===== config.mk =====
export PLATFORM = sky130hd
export DESIGN_NAME = matrix_local_minimum_counter_top
export DESIGN_NICKNAME = d
export VERILOG_FILES = /design/src/hdl/mlmc_pkg.sv /design/src/hdl/mlmc_line_mem.sv /design/src/hdl/mlmc_win_col.sv /design/src/hdl/mlmc_judge.sv /design/src/hdl/matrix_local_minimum_counter_top.sv
export SDC_FILE = /design/constraint.sdc
export NUM_CORES = 2
export LEC_CHECK = 0
export BUFFER_PORTS_ARGS = -buffer_cell sky130_fd_sc_hd__buf_2
export CORE_ASPECT_RATIO = 2
export CORE_MARGIN = 4
export CORE_UTILIZATION = 45
export DETAILED_ROUTE_END_ITERATION = 7
export HOLD_SLACK_MARGIN = 0.05
export RECOVER_POWER = 50
export REMOVE_ABC_BUFFERS = 1
export SLEW_MARGIN = 30
export SYNTH_ARGS = -nofsm -noshare
export SYNTH_HDL_FRONTEND = slang
export SYNTH_SLANG_ARGS = --single-unit

===== constraint.sdc =====
create_clock -name clk_i -period 23.3 [get_ports clk_i]
set_clock_uncertainty 0.05 [all_clocks]
set_input_delay 2.33 -clock clk_i [delete_from_list [all_inputs] [get_ports clk_i]]
set_output_delay 2.33 -clock clk_i [all_outputs]
set_load 0.02 [all_outputs]

===== src/hdl/mlmc_pkg.sv =====
// mlmc_pkg: shared constants and types for the matrix local-minimum counter
// no dependencies; used by mlmc_judge, the top level and the checker under hdl
`default_nettype none

package mlmc_pkg;

  // configuration register layout
  localparam int CFG_W      = 7;    // matrix_size register width
  localparam int APB_AW     = 3;    // byte address, one 32-bit register
  localparam int APB_DW     = 32;
  localparam int CNT_W      = 13;   // local_min_count width
  localparam int SIZE_RESET = 8;    // matrix_size after reset

  // register index, taken from paddr[2]
  localparam logic REG_MATRIX_SIZE = 1'b0;

  // position flags of one element, carried down the pipeline
  typedef struct packed {
    logic r_ge1;   // row >= 1
    logic r_ge2;   // row >= 2
    logic c_ge1;   // column >= 1
    logic c_ge2;   // column >= 2
    logic r_last;  // last row
    logic c_last;  // last column
  } pos_flags_t;

endpackage

`default_nettype wire


===== src/hdl/mlmc_line_mem.sv =====
// mlmc_line_mem: line buffer storage, one word per column holding the two previous rows
// registered read with write-to-read forwarding; no package dependency
`default_nettype none

module mlmc_line_mem #(
  parameter int DEPTH = 64,
  parameter int DW    = 32,
  localparam int AW   = (DEPTH > 1) ? $clog2(DEPTH) : 1
) (
  input  wire logic          clk_i,
  input  wire logic          rd_en_i,
  input  wire logic [AW-1:0] rd_addr_i,
  output logic      [DW-1:0] rd_data_o,
  input  wire logic          wr_en_i,
  input  wire logic [AW-1:0] wr_addr_i,
  input  wire logic [DW-1:0] wr_data_i
);

  logic [DW-1:0] mem [DEPTH];
  logic [DW-1:0] rd_q;

  // write port and registered read; a same-address write is forwarded
  always_ff @(posedge clk_i) begin
    if (wr_en_i) begin
      mem[wr_addr_i] <= wr_data_i;
    end
    if (rd_en_i) begin
      if (wr_en_i && (wr_addr_i == rd_addr_i)) begin
        rd_q <= wr_data_i;
      end else begin
        rd_q <= mem[rd_addr_i];
      end
    end
  end

  assign rd_data_o = rd_q;

endmodule

`default_nettype wire


===== src/hdl/mlmc_win_col.sv =====
// mlmc_win_col: one column of the 3x3 window, three values from top to bottom
// hands its column to the left neighbor on every shift; no package dependency
`default_nettype none

module mlmc_win_col #(
  parameter int VW = 16
) (
  input  wire logic                 clk_i,
  input  wire logic                 shift_i,
  input  wire logic signed [VW-1:0] col_i [3],
  output logic signed      [VW-1:0] col_o [3]
);

  logic signed [VW-1:0] val_q [3];

  // take the column from the right neighbor
  always_ff @(posedge clk_i) begin
    if (shift_i) begin
      val_q <= col_i;
    end
  end

  assign col_o = val_q;

endmodule

`default_nettype wire


===== src/hdl/mlmc_judge.sv =====
// mlmc_judge: decides up to four window centers and counts the local minima
// depends on mlmc_pkg (pos_flags_t)
`default_nettype none

module mlmc_judge #(
  parameter int VW = 16
) (
  input  wire logic signed [VW-1:0] win_i [9],  // row-major 3x3 window
  input  wire mlmc_pkg::pos_flags_t flags_i,
  output logic             [2:0]    inc_o
);

  logic [2:0] vrow;
  logic [2:0] vcol;
  logic [3:0] judge_en;
  logic [3:0] is_min;

  // window rows and columns that lie inside the matrix
  assign vrow = {1'b1, flags_i.r_ge1, flags_i.r_ge2};
  assign vcol = {1'b1, flags_i.c_ge1, flags_i.c_ge2};

  // centers: bit0 (1,1), bit1 (1,2), bit2 (2,1), bit3 (2,2)
  assign judge_en[0] = flags_i.r_ge1  & flags_i.c_ge1;
  assign judge_en[1] = flags_i.r_ge1  & flags_i.c_last;
  assign judge_en[2] = flags_i.r_last & flags_i.c_ge1;
  assign judge_en[3] = flags_i.r_last & flags_i.c_last;

  // no in-bounds neighbor strictly smaller than the center
  always_comb begin
    int cr;
    int cc;
    is_min = '1;
    for (int k = 0; k < 4; k++) begin
      cr = 1 + k / 2;
      cc = 1 + k % 2;
      for (int wi = 0; wi < 3; wi++) begin
        for (int wj = 0; wj < 3; wj++) begin
          if ((wi >= cr - 1) && (wj >= cc - 1) && vrow[wi] && vcol[wj] &&
              (win_i[wi*3 + wj] < win_i[cr*3 + cc])) begin
            is_min[k] = 1'b0;
          end
        end
      end
    end
  end

  // count of decided minima for this element
  always_comb begin
    logic [3:0] hit;
    hit   = is_min & judge_en;
    inc_o = {2'b00, hit[0]} + {2'b00, hit[1]} + {2'b00, hit[2]} + {2'b00, hit[3]};
  end

endmodule

`default_nettype wire


===== src/hdl/matrix_local_minimum_counter_top.sv =====
// matrix_local_minimum_counter_top: streams a square matrix and counts 3x3 local minima
// depends on mlmc_pkg, mlmc_line_mem, mlmc_win_col, mlmc_judge
//
//  channel   signals                                     direction  payload
//  input     in_valid_i / in_ready_o                     in         element_value_i
//  result    out_valid_o / out_ready_i                   out        local_min_count_o
//  config    psel penable pwrite paddr pwdata / prdata   in / out   matrix_size at 0x0
//
// one element per cycle while in_ready_o is high; position counters, then the line
// buffer read and element registers, then the window cells and judge (3-stage pipe)
// the final element's window is judged and its count is registered onto out_valid_o
// reset clears position, tally and pipeline valids; no clearing pass is needed
// input stalls only while a count waits unaccepted and the next count is due
`default_nettype none

module matrix_local_minimum_counter_top #(
  parameter int MAX_SIZE    = 64,
  parameter int VALUE_WIDTH = 16
) (
  input  wire logic                            clk_i,
  input  wire logic                            rst_ni,
  // configuration port
  input  wire logic                            psel,
  input  wire logic                            penable,
  input  wire logic                            pwrite,
  input  wire logic [mlmc_pkg::APB_AW-1:0]     paddr,
  input  wire logic [mlmc_pkg::APB_DW-1:0]     pwdata,
  output logic      [mlmc_pkg::APB_DW-1:0]     prdata,
  output logic                                 pready,
  // element input
  input  wire logic                            in_valid_i,
  output logic                                 in_ready_o,
  input  wire logic signed [VALUE_WIDTH-1:0]   element_value_i,
  // count output
  output logic                                 out_valid_o,
  input  wire logic                            out_ready_i,
  output logic      [mlmc_pkg::CNT_W-1:0]      local_min_count_o
);

  localparam int PW      = (MAX_SIZE > 1) ? $clog2(MAX_SIZE) : 1;
  localparam int RST_NM1 = ((mlmc_pkg::SIZE_RESET > MAX_SIZE) ? MAX_SIZE
                                                               : mlmc_pkg::SIZE_RESET) - 1;
  localparam int CW      = mlmc_pkg::CFG_W;
  localparam int NW      = mlmc_pkg::CNT_W;

  // configuration register
  logic                cfg_wr;
  logic [CW-1:0]       wsize;
  logic [CW-1:0]       size_q;
  logic [PW-1:0]       nm1_q, nm1_d;

  assign pready = 1'b1;
  assign cfg_wr = psel & penable & pwrite & pready &
                  (paddr[2] == mlmc_pkg::REG_MATRIX_SIZE);
  assign wsize  = pwdata[CW-1:0];
  assign prdata = {{(mlmc_pkg::APB_DW-CW){1'b0}}, size_q};

  // clamp the side length, kept as side minus one
  always_comb begin
    if (wsize == '0) begin
      nm1_d = '0;
    end else if (32'(wsize) > MAX_SIZE) begin
      nm1_d = PW'(MAX_SIZE - 1);
    end else begin
      nm1_d = PW'(wsize - 1'b1);
    end
  end

  always_ff @(posedge clk_i or negedge rst_ni) begin
    if (!rst_ni) begin
      size_q <= CW'(mlmc_pkg::SIZE_RESET);
      nm1_q  <= PW'(RST_NM1);
    end else if (cfg_wr) begin
      size_q <= wsize;
      nm1_q  <= nm1_d;
    end
  end

  // pipeline control
  logic                 en;
  logic                 acc;
  logic                 s1_valid_q, s2_valid_q;
  mlmc_pkg::pos_flags_t s0_flags, s1_flags_q, s2_flags_q;
  logic                 out_valid_q;
  logic [NW-1:0]        out_q;

  assign en         = !(s2_valid_q && s2_flags_q.r_last && s2_flags_q.c_last &&
                        out_valid_q && !out_ready_i);
  assign in_ready_o = en;
  assign acc        = in_valid_i & en;

  // position counters, stage 0
  logic [PW-1:0] row_q, col_q;

  always_comb begin
    s0_flags.r_ge1  = (row_q != '0);
    s0_flags.r_ge2  = (row_q > PW'(1));
    s0_flags.c_ge1  = (col_q != '0);
    s0_flags.c_ge2  = (col_q > PW'(1));
    s0_flags.r_last = (row_q == nm1_q);
    s0_flags.c_last = (col_q == nm1_q);
  end

  always_ff @(posedge clk_i or negedge rst_ni) begin
    if (!rst_ni) begin
      row_q <= '0;
      col_q <= '0;
    end else if (cfg_wr) begin
      row_q <= '0;
      col_q <= '0;
    end else if (acc) begin
      if (s0_flags.c_last) begin
        col_q <= '0;
        row_q <= s0_flags.r_last ? '0 : row_q + 1'b1;
      end else begin
        col_q <= col_q + 1'b1;
      end
    end
  end

  // stage 1 registers: element, column and flags while the line buffer is read
  logic signed [VALUE_WIDTH-1:0] s1_val_q;
  logic        [PW-1:0]          s1_addr_q;

  always_ff @(posedge clk_i or negedge rst_ni) begin
    if (!rst_ni) begin
      s1_valid_q <= 1'b0;
      s2_valid_q <= 1'b0;
    end else if (en) begin
      s1_valid_q <= acc;
      s2_valid_q <= s1_valid_q;
    end
  end

  always_ff @(posedge clk_i) begin
    if (acc) begin
      s1_val_q   <= element_value_i;
      s1_addr_q  <= col_q;
      s1_flags_q <= s0_flags;
    end
    if (en && s1_valid_q) begin
      s2_flags_q <= s1_flags_q;
    end
  end

  // line buffers: upper row in the high half, middle row in the low half
  logic [2*VALUE_WIDTH-1:0] lb_rd;
  logic                     lb_wr;

  assign lb_wr = en & s1_valid_q;

  mlmc_line_mem #(
    .DEPTH (MAX_SIZE),
    .DW    (2*VALUE_WIDTH)
  ) u_line_mem (
    .clk_i     (clk_i),
    .rd_en_i   (acc),
    .rd_addr_i (col_q),
    .rd_data_o (lb_rd),
    .wr_en_i   (lb_wr),
    .wr_addr_i (s1_addr_q),
    .wr_data_i ({lb_rd[VALUE_WIDTH-1:0], s1_val_q})
  );

  // window: chain of three column cells, right column fed from the line buffers
  logic signed [VALUE_WIDTH-1:0] col_in  [3][3];
  logic signed [VALUE_WIDTH-1:0] win_col [3][3];
  logic signed [VALUE_WIDTH-1:0] win     [9];

  always_comb begin
    col_in[2][0] = lb_rd[2*VALUE_WIDTH-1:VALUE_WIDTH];
    col_in[2][1] = lb_rd[VALUE_WIDTH-1:0];
    col_in[2][2] = s1_val_q;
    col_in[1]    = win_col[2];
    col_in[0]    = win_col[1];
  end

  for (genvar j = 0; j < 3; j++) begin : g_col
    mlmc_win_col #(
      .VW (VALUE_WIDTH)
    ) u_col (
      .clk_i   (clk_i),
      .shift_i (lb_wr),
      .col_i   (col_in[j]),
      .col_o   (win_col[j])
    );
  end

  always_comb begin
    for (int i = 0; i < 3; i++) begin
      for (int j = 0; j < 3; j++) begin
        win[i*3 + j] = win_col[j][i];
      end
    end
  end

  // stage 2: judge the window and update the tally
  logic [2:0]    inc;
  logic [NW-1:0] tally_q;
  logic [NW-1:0] tally_sum;

  mlmc_judge #(
    .VW (VALUE_WIDTH)
  ) u_judge (
    .win_i   (win),
    .flags_i (s2_flags_q),
    .inc_o   (inc)
  );

  assign tally_sum = tally_q + NW'(inc);

  always_ff @(posedge clk_i or negedge rst_ni) begin
    if (!rst_ni) begin
      tally_q <= '0;
    end else if (cfg_wr) begin
      tally_q <= '0;
    end else if (en && s2_valid_q) begin
      if (s2_flags_q.r_last && s2_flags_q.c_last) begin
        tally_q <= '0;
      end else begin
        tally_q <= tally_sum;
      end
    end
  end

  // output register
  always_ff @(posedge clk_i or negedge rst_ni) begin
    if (!rst_ni) begin
      out_valid_q <= 1'b0;
    end else if (en && s2_valid_q && s2_flags_q.r_last && s2_flags_q.c_last) begin
      out_valid_q <= 1'b1;
    end else if (out_ready_i) begin
      out_valid_q <= 1'b0;
    end
  end

  always_ff @(posedge clk_i) begin
    if (en && s2_valid_q && s2_flags_q.r_last && s2_flags_q.c_last) begin
      out_q <= tally_sum;
    end
  end

  assign out_valid_o       = out_valid_q;
  assign local_min_count_o = out_q;

endmodule

`default_nettype wire


* Word level (Yosys, flattened, before mapping) *
Memories as Yosys holds them, arrays and structs flattened. A register that Yosys moved wholly into a read port is not among the register bits.
Index checks and enable logic that the tools add are counted.

cells by class
  mux-type cells = 41
  eq/ne operators = 2
  bitwise gates (word level) = 11
  reductions and logical operators = 44
  add/subtract/negate cells = 7
  $lt $le $gt $ge = 28

operators by type and width
  operator               number
  $lt A16 B16 Y1         25
  $mux W6                9
  $mux W13               3
  $logic_and A1 B1 Y1    34
  $mux W1                29
  $add A13 B3 Y13        1
  $add A6 B1 Y6 const B  2
  $eq A6 B6 Y1           2
  $gt A6 B1 Y1 const B   2
  $reduce_bool A6 Y1     2
  $and A1 B1 Y1          9
  $reduce_bool A2 Y1     4
  $gt A7 B7 Y1 const B   1
  $logic_not A7 Y1       1
  $sub A6 B1 Y6 const B  1
  $and A4 B4 Y4          1
  $add A2 B1 Y3          1
  $add A3 B1 Y3          1
  $add A1 B1 Y2          1
  $logic_not A1 Y1       2
  $reduce_and A2 Y1      1
  $not A1 Y1             1

word-level totals
  word-level logic and storage cells = 166
  memory bits (writable) = 2048
  output and inout port bits = 48
  flip-flop bits (word level) = 232
  memories = 1

memory list
  memory          words  bits a word  read ports  clocked after Yosys merged registers in  write ports  line                 text
  u_line_mem.mem  64     32           1           1                                        1            mlmc_line_mem.sv:19  logic [DW-1:0] mem [DEPTH];

* Logic depth before layout (Yosys ltp) *
  depth in word-level cells = 19
  gate-level depth with buffers = 20

* Modules after synthesis *
Synthesis repeated with hierarchy kept, for this count alone.

second synthesis, totals
  cell total of the unflattened synthesis = 5335
  area, all modules = 94279.2 µm²

by module, submodules not included
  module                            area an instance (µm²)  cells an instance  instances
  mlmc_line_mem                     80302.0                 4163               1
  mlmc_judge                        5545.3                  688                1
  mlmc_win_col                      1441.4                  48                 3
  matrix_local_minimum_counter_top  4107.7                  340                1

* Worst setup path after synthesis *
No wires, ideal clock.

  path type = in2reg
  start = input port out_ready_i
  end = memory u_line_mem.mem[41][0], enable pin
  data required time = 22.829 ns
  data arrival time = 9.752 ns
  library setup time = 0.421 ns
  cell stages on the path = 6
  slack = 13.077 ns
  path buffers = 1
  cells stage by stage = nor2b_1 > nand2b_1 > and2_1 > clkbuf_1 > nand3_1 > nor2_1

on the way
  cells in the longest elaborated chain, start to end = 6

RTL lines
  element                           line                                     text
  start, declared                   matrix_local_minimum_counter_top.sv:36   input wire logic out_ready_i,
  $logic_not A1 Y1                  matrix_local_minimum_counter_top.sv:88   out_valid_q && !out_ready_i);
  $logic_and A1 B1 Y1               matrix_local_minimum_counter_top.sv:88
  $logic_not A1 Y1                  matrix_local_minimum_counter_top.sv:87   assign en = !(s2_valid_q && s2_flags_q.r_last && s2_flags_q.c_last &&
  named net in_ready_o              matrix_local_minimum_counter_top.sv:32   output logic in_ready_o,
  $and A1 B1 Y1                     matrix_local_minimum_counter_top.sv:150  assign lb_wr = en & s1_valid_q;
  named net g_col[0].u_col.shift_i  mlmc_win_col.sv:9                        input wire logic shift_i,
  $mux W1                           mlmc_line_mem.sv:24                      if (wr_en_i) begin
  $mux W1 (not written as such)     mlmc_line_mem.sv:25                      mem[wr_addr_i] <= wr_data_i;
  end, declared                     mlmc_line_mem.sv:19

The timed path passes the listed nets, and every way through them passes these cells.

* Worst setup path in the final report *
  start = input port out_ready_i
  end = memory u_line_mem.mem[27][1], enable pin

on the way
  cells in the longest elaborated chain, start to end = 6

RTL lines
  element                        line
  $logic_not A1 Y1               matrix_local_minimum_counter_top.sv:88
  $logic_and A1 B1 Y1            matrix_local_minimum_counter_top.sv:88
  $logic_not A1 Y1               matrix_local_minimum_counter_top.sv:87
  $and A1 B1 Y1                  matrix_local_minimum_counter_top.sv:150
  $mux W1                        mlmc_line_mem.sv:24
  $mux W1 (not written as such)  mlmc_line_mem.sv:25

Every way passes these cells.

==> out/results.ini <==
[worst_setup_path]
critPathMaxFanout = 38
slowest_stage = and2_0
worstSetupStartpointType = input pin
critPathMaxStageDelay_ns = 1.93
end_kind = register
cp_cell_sequence = buf_2 -> nor2b_1 -> nand2b_1 -> and2_0 -> nand3_1 -> nor2_4 -> buf_4
cp_data_arrival_time_ns = 7.50
critPathRequiredTime_ns = 23.72
worstSetupPathType = in2reg

[drt]
antenna_left = 0
drt-total-wl_um = 220000
routedWlPerCell_um = 30.2
drc_errors = 0
via_per_inst = 5.88
first_pass_iters = 6
via_count = 42800
drtIter0Drc = 3790

[floorplanning]
die-area_mm2 = 0.214
io_pins = 106
fp-row-count = 235
core_mm2 = 0.205
start_util_pct = 45.3
die_x_um = 329
die_h_um = 650

[grt]
gr-total-overflow = 0
antenna_found_initial = 2
grt_max_degree = 67
grt_pass1_wl_um = 318000
track_usage_pct = 20.6
grt_pass1_vias = 45500

[cts]
path_clk_slew_ns = 0.07
cts_setup_buffers = 0
numCtsBuffers = 197
clockBufferDepth = 4
clock_latency_ns = 0.85
cts_hold_buf = 0
cts_resized = 0
htree_levels = 4
tritoncts = done
root_buffer = clkbuf_16
cts_sinks = 2312

[timing]
slew_headroom_pct = -125
finalMaxSlewViolations = 2429
hold_violations = 0
period_needed_ns = 7.08
worstMarginPinSlew_ns = 3.37
setup_slack_ns = 16.22
post-route-period-util_pct = 30.4
max_freq_ghz = 0.141
rsz0062_at_grt = no
fin_tns_setup_ns = 0
setup_viol = 0

[pwr]
power.density_mw_per_mm2 = 109
ir_worst_vdd_uv = 61.2
leakage_uw = 0.0328

[placement]
pre_cts_slack_ns = 17.13
io_buffer_count = 52
gp_congestion = 0.868
place_area_mm2 = 0.0971
place_hpwl_um = 132000

[yosys]
ys_ff_latch = 2312
synth_area_mm2 = 0.0928
synth-edff-count = 2271
ys_seq_area_share_pct = 74.6
netlist_top_cells_area = edfxtp_1 74%, mux4_2 16%, ha_1 3.2%
synth_cell_types = 65
async_flop_share_pct = 1.77
synthFlopType = edfxtp_1
yosys.area.top_type = edfxtp_1
syn_area_per_cell_um2 = 22.1
synth_top_area_share_pct = 73.5
ys_warn_count = 0
synthCells = 4199

[final_layout]
syn2layout_area_growth_pct = 11.2
final_nets = 4713
fill_cells = 16200
final_cell_mix = 2271 x edfxtp_1, 672 x mux4_2, 240 x ha_1, 199 x clkbuf_16, 91 x buf_4
stdcell_area_mm2 = 0.103
drive_above_1_share_pct = 26.2
mostFrequentLayoutCell = edfxtp_1

[status]
status = finished, violations left
violations = capacitance limit, slew limit

[job]
cap_violations = 41

[min_path]
hold_path_class = reg2reg

[flip-flops by register name, summed over array words and instances (netlist names), 6 cells and up]
name and count:
u_line_mem.mem 2048, g_col.u_col.col_o 144, u_line_mem.rd_data_o 32, s1_val_q 16
local_min_count_o 13, tally_q 13, size_q 7, col_q 6
nm1_q 6, row_q 6, s1_addr_q 6, s1_flags_q 6
s2_flags_q 6
[Yosys cell counts (all sizes together), types with 8 or more instances]
cell type and instances:
buf 113, nor2 115, a22o 11, xnor2 17, nand4 31, inv 89, dfrtp 37, a21o 34
nor2b 18, a31oi 10, o21a 8, nor3 12, nand2b 17, o31ai 9, clkbuf 84, o21ai 63
mux4 672, edfxtp 2271, nand3 33, xor2 16, and3 10, nand2 87, o211ai 10, a21oi 62
mux2 33, ha 240, a211oi 13
[per-layer routing]
| metal | share of wire (%) | up-vias | GRT usage [%] |
|---|---|---|---|
| li1 | - | 18100 | - |
| met1 | 36 | 23300 | 23.8 |
| met2 | 57 | 1091 | 39.5 |
| met3 | 3.8 | 369 | 1.86 |
| met4 | 3.8 | 0 | 7.15 |
| met5 | 0 | - | 0 |
[logic make-up (layout without fill, tap and decap cells)]
logic type | Yosys count | after routing | share of synthesized area, %
AND/OR/NAND/NOR | 363 | 363 | 1.90
AO/OA/AOI/OAI | 251 | 251 | 1.74
XOR/XNOR | 33 | 33 | 0.312
buffers and inverters | 286 | 614 | 1.37
other | 2 | 28 | 0.00810
multiplexers | 708 | 708 | 16.7
flip-flops | 2312 | 2312 | 74.6
adder cells (fa/ha/maj) | 244 | 244 | 3.31
[metrics by stage]
step / utilization [%] / total power, µW / std cells / hold slack [ns]
2_1_floorplan: - / 8250 / 4026 / 0.350
3_5_place_dp: 47.4 / 8030 / 6938 / 0.355
6_report: 50.3 / 11200 / 7278 / 0.370
5_1_grt: 50.3 / 11600 / 7277 / 0.374
3_3_place_gp: 47.4 / 7980 / 6937 / 0.353
4_1_cts: 50.4 / 11300 / 7276 / 0.371
[cell type report]
| class | count | area (µm²) | area share [%] |
|---|---|---|---|
| Antenna cell | 2 | 5.00 | 0.00485 |
| Clock buffer | 236 | 5120 | 4.96 |
| Clock inverter | 102 | 1060 | 1.03 |
| Inverter | 89 | 337 | 0.326 |
| Multi-Input combinational cell | 1625 | 22900 | 22.2 |
| Sequential cell | 2312 | 69200 | 67.1 |
| Tap cell | 2725 | 3410 | 3.30 |
| Timing Repair Buffer | 187 | 1140 | 1.11 |
[path summary, 6_finish.rpt]
kind	cells past startpoint	slack, ns	to	startpoint
min	0	0.37	g_col[2].u_col.col_o[40]	u_line_mem.rd_data_o[24]
max	7	16.22	u_line_mem.mem[27][1]	out_ready_i
max reg2reg	5	16.71	u_line_mem.rd_data_o[3]	col_q[2]
min reg2reg	0	0.37	g_col[2].u_col.col_o[40]	u_line_mem.rd_data_o[24]
max in group asynchronous	1	19.39	col_q[0]	rst_ni
min in group asynchronous	1	2.17	col_q[2]	rst_ni
[critical path, delay by kind of cell]
family / cells / cell delay (ns)
simple gates: 5 / 4.53
buf+inv: 2 / 0.58
[report_power, final]
group	switching (µW)	leakage, µW	internal (µW)
sequential	151	0.0211	5100
combinational	1500	0.00869	1200
clock	1450	0.00302	1810
(Power assumes the default switching activity.)
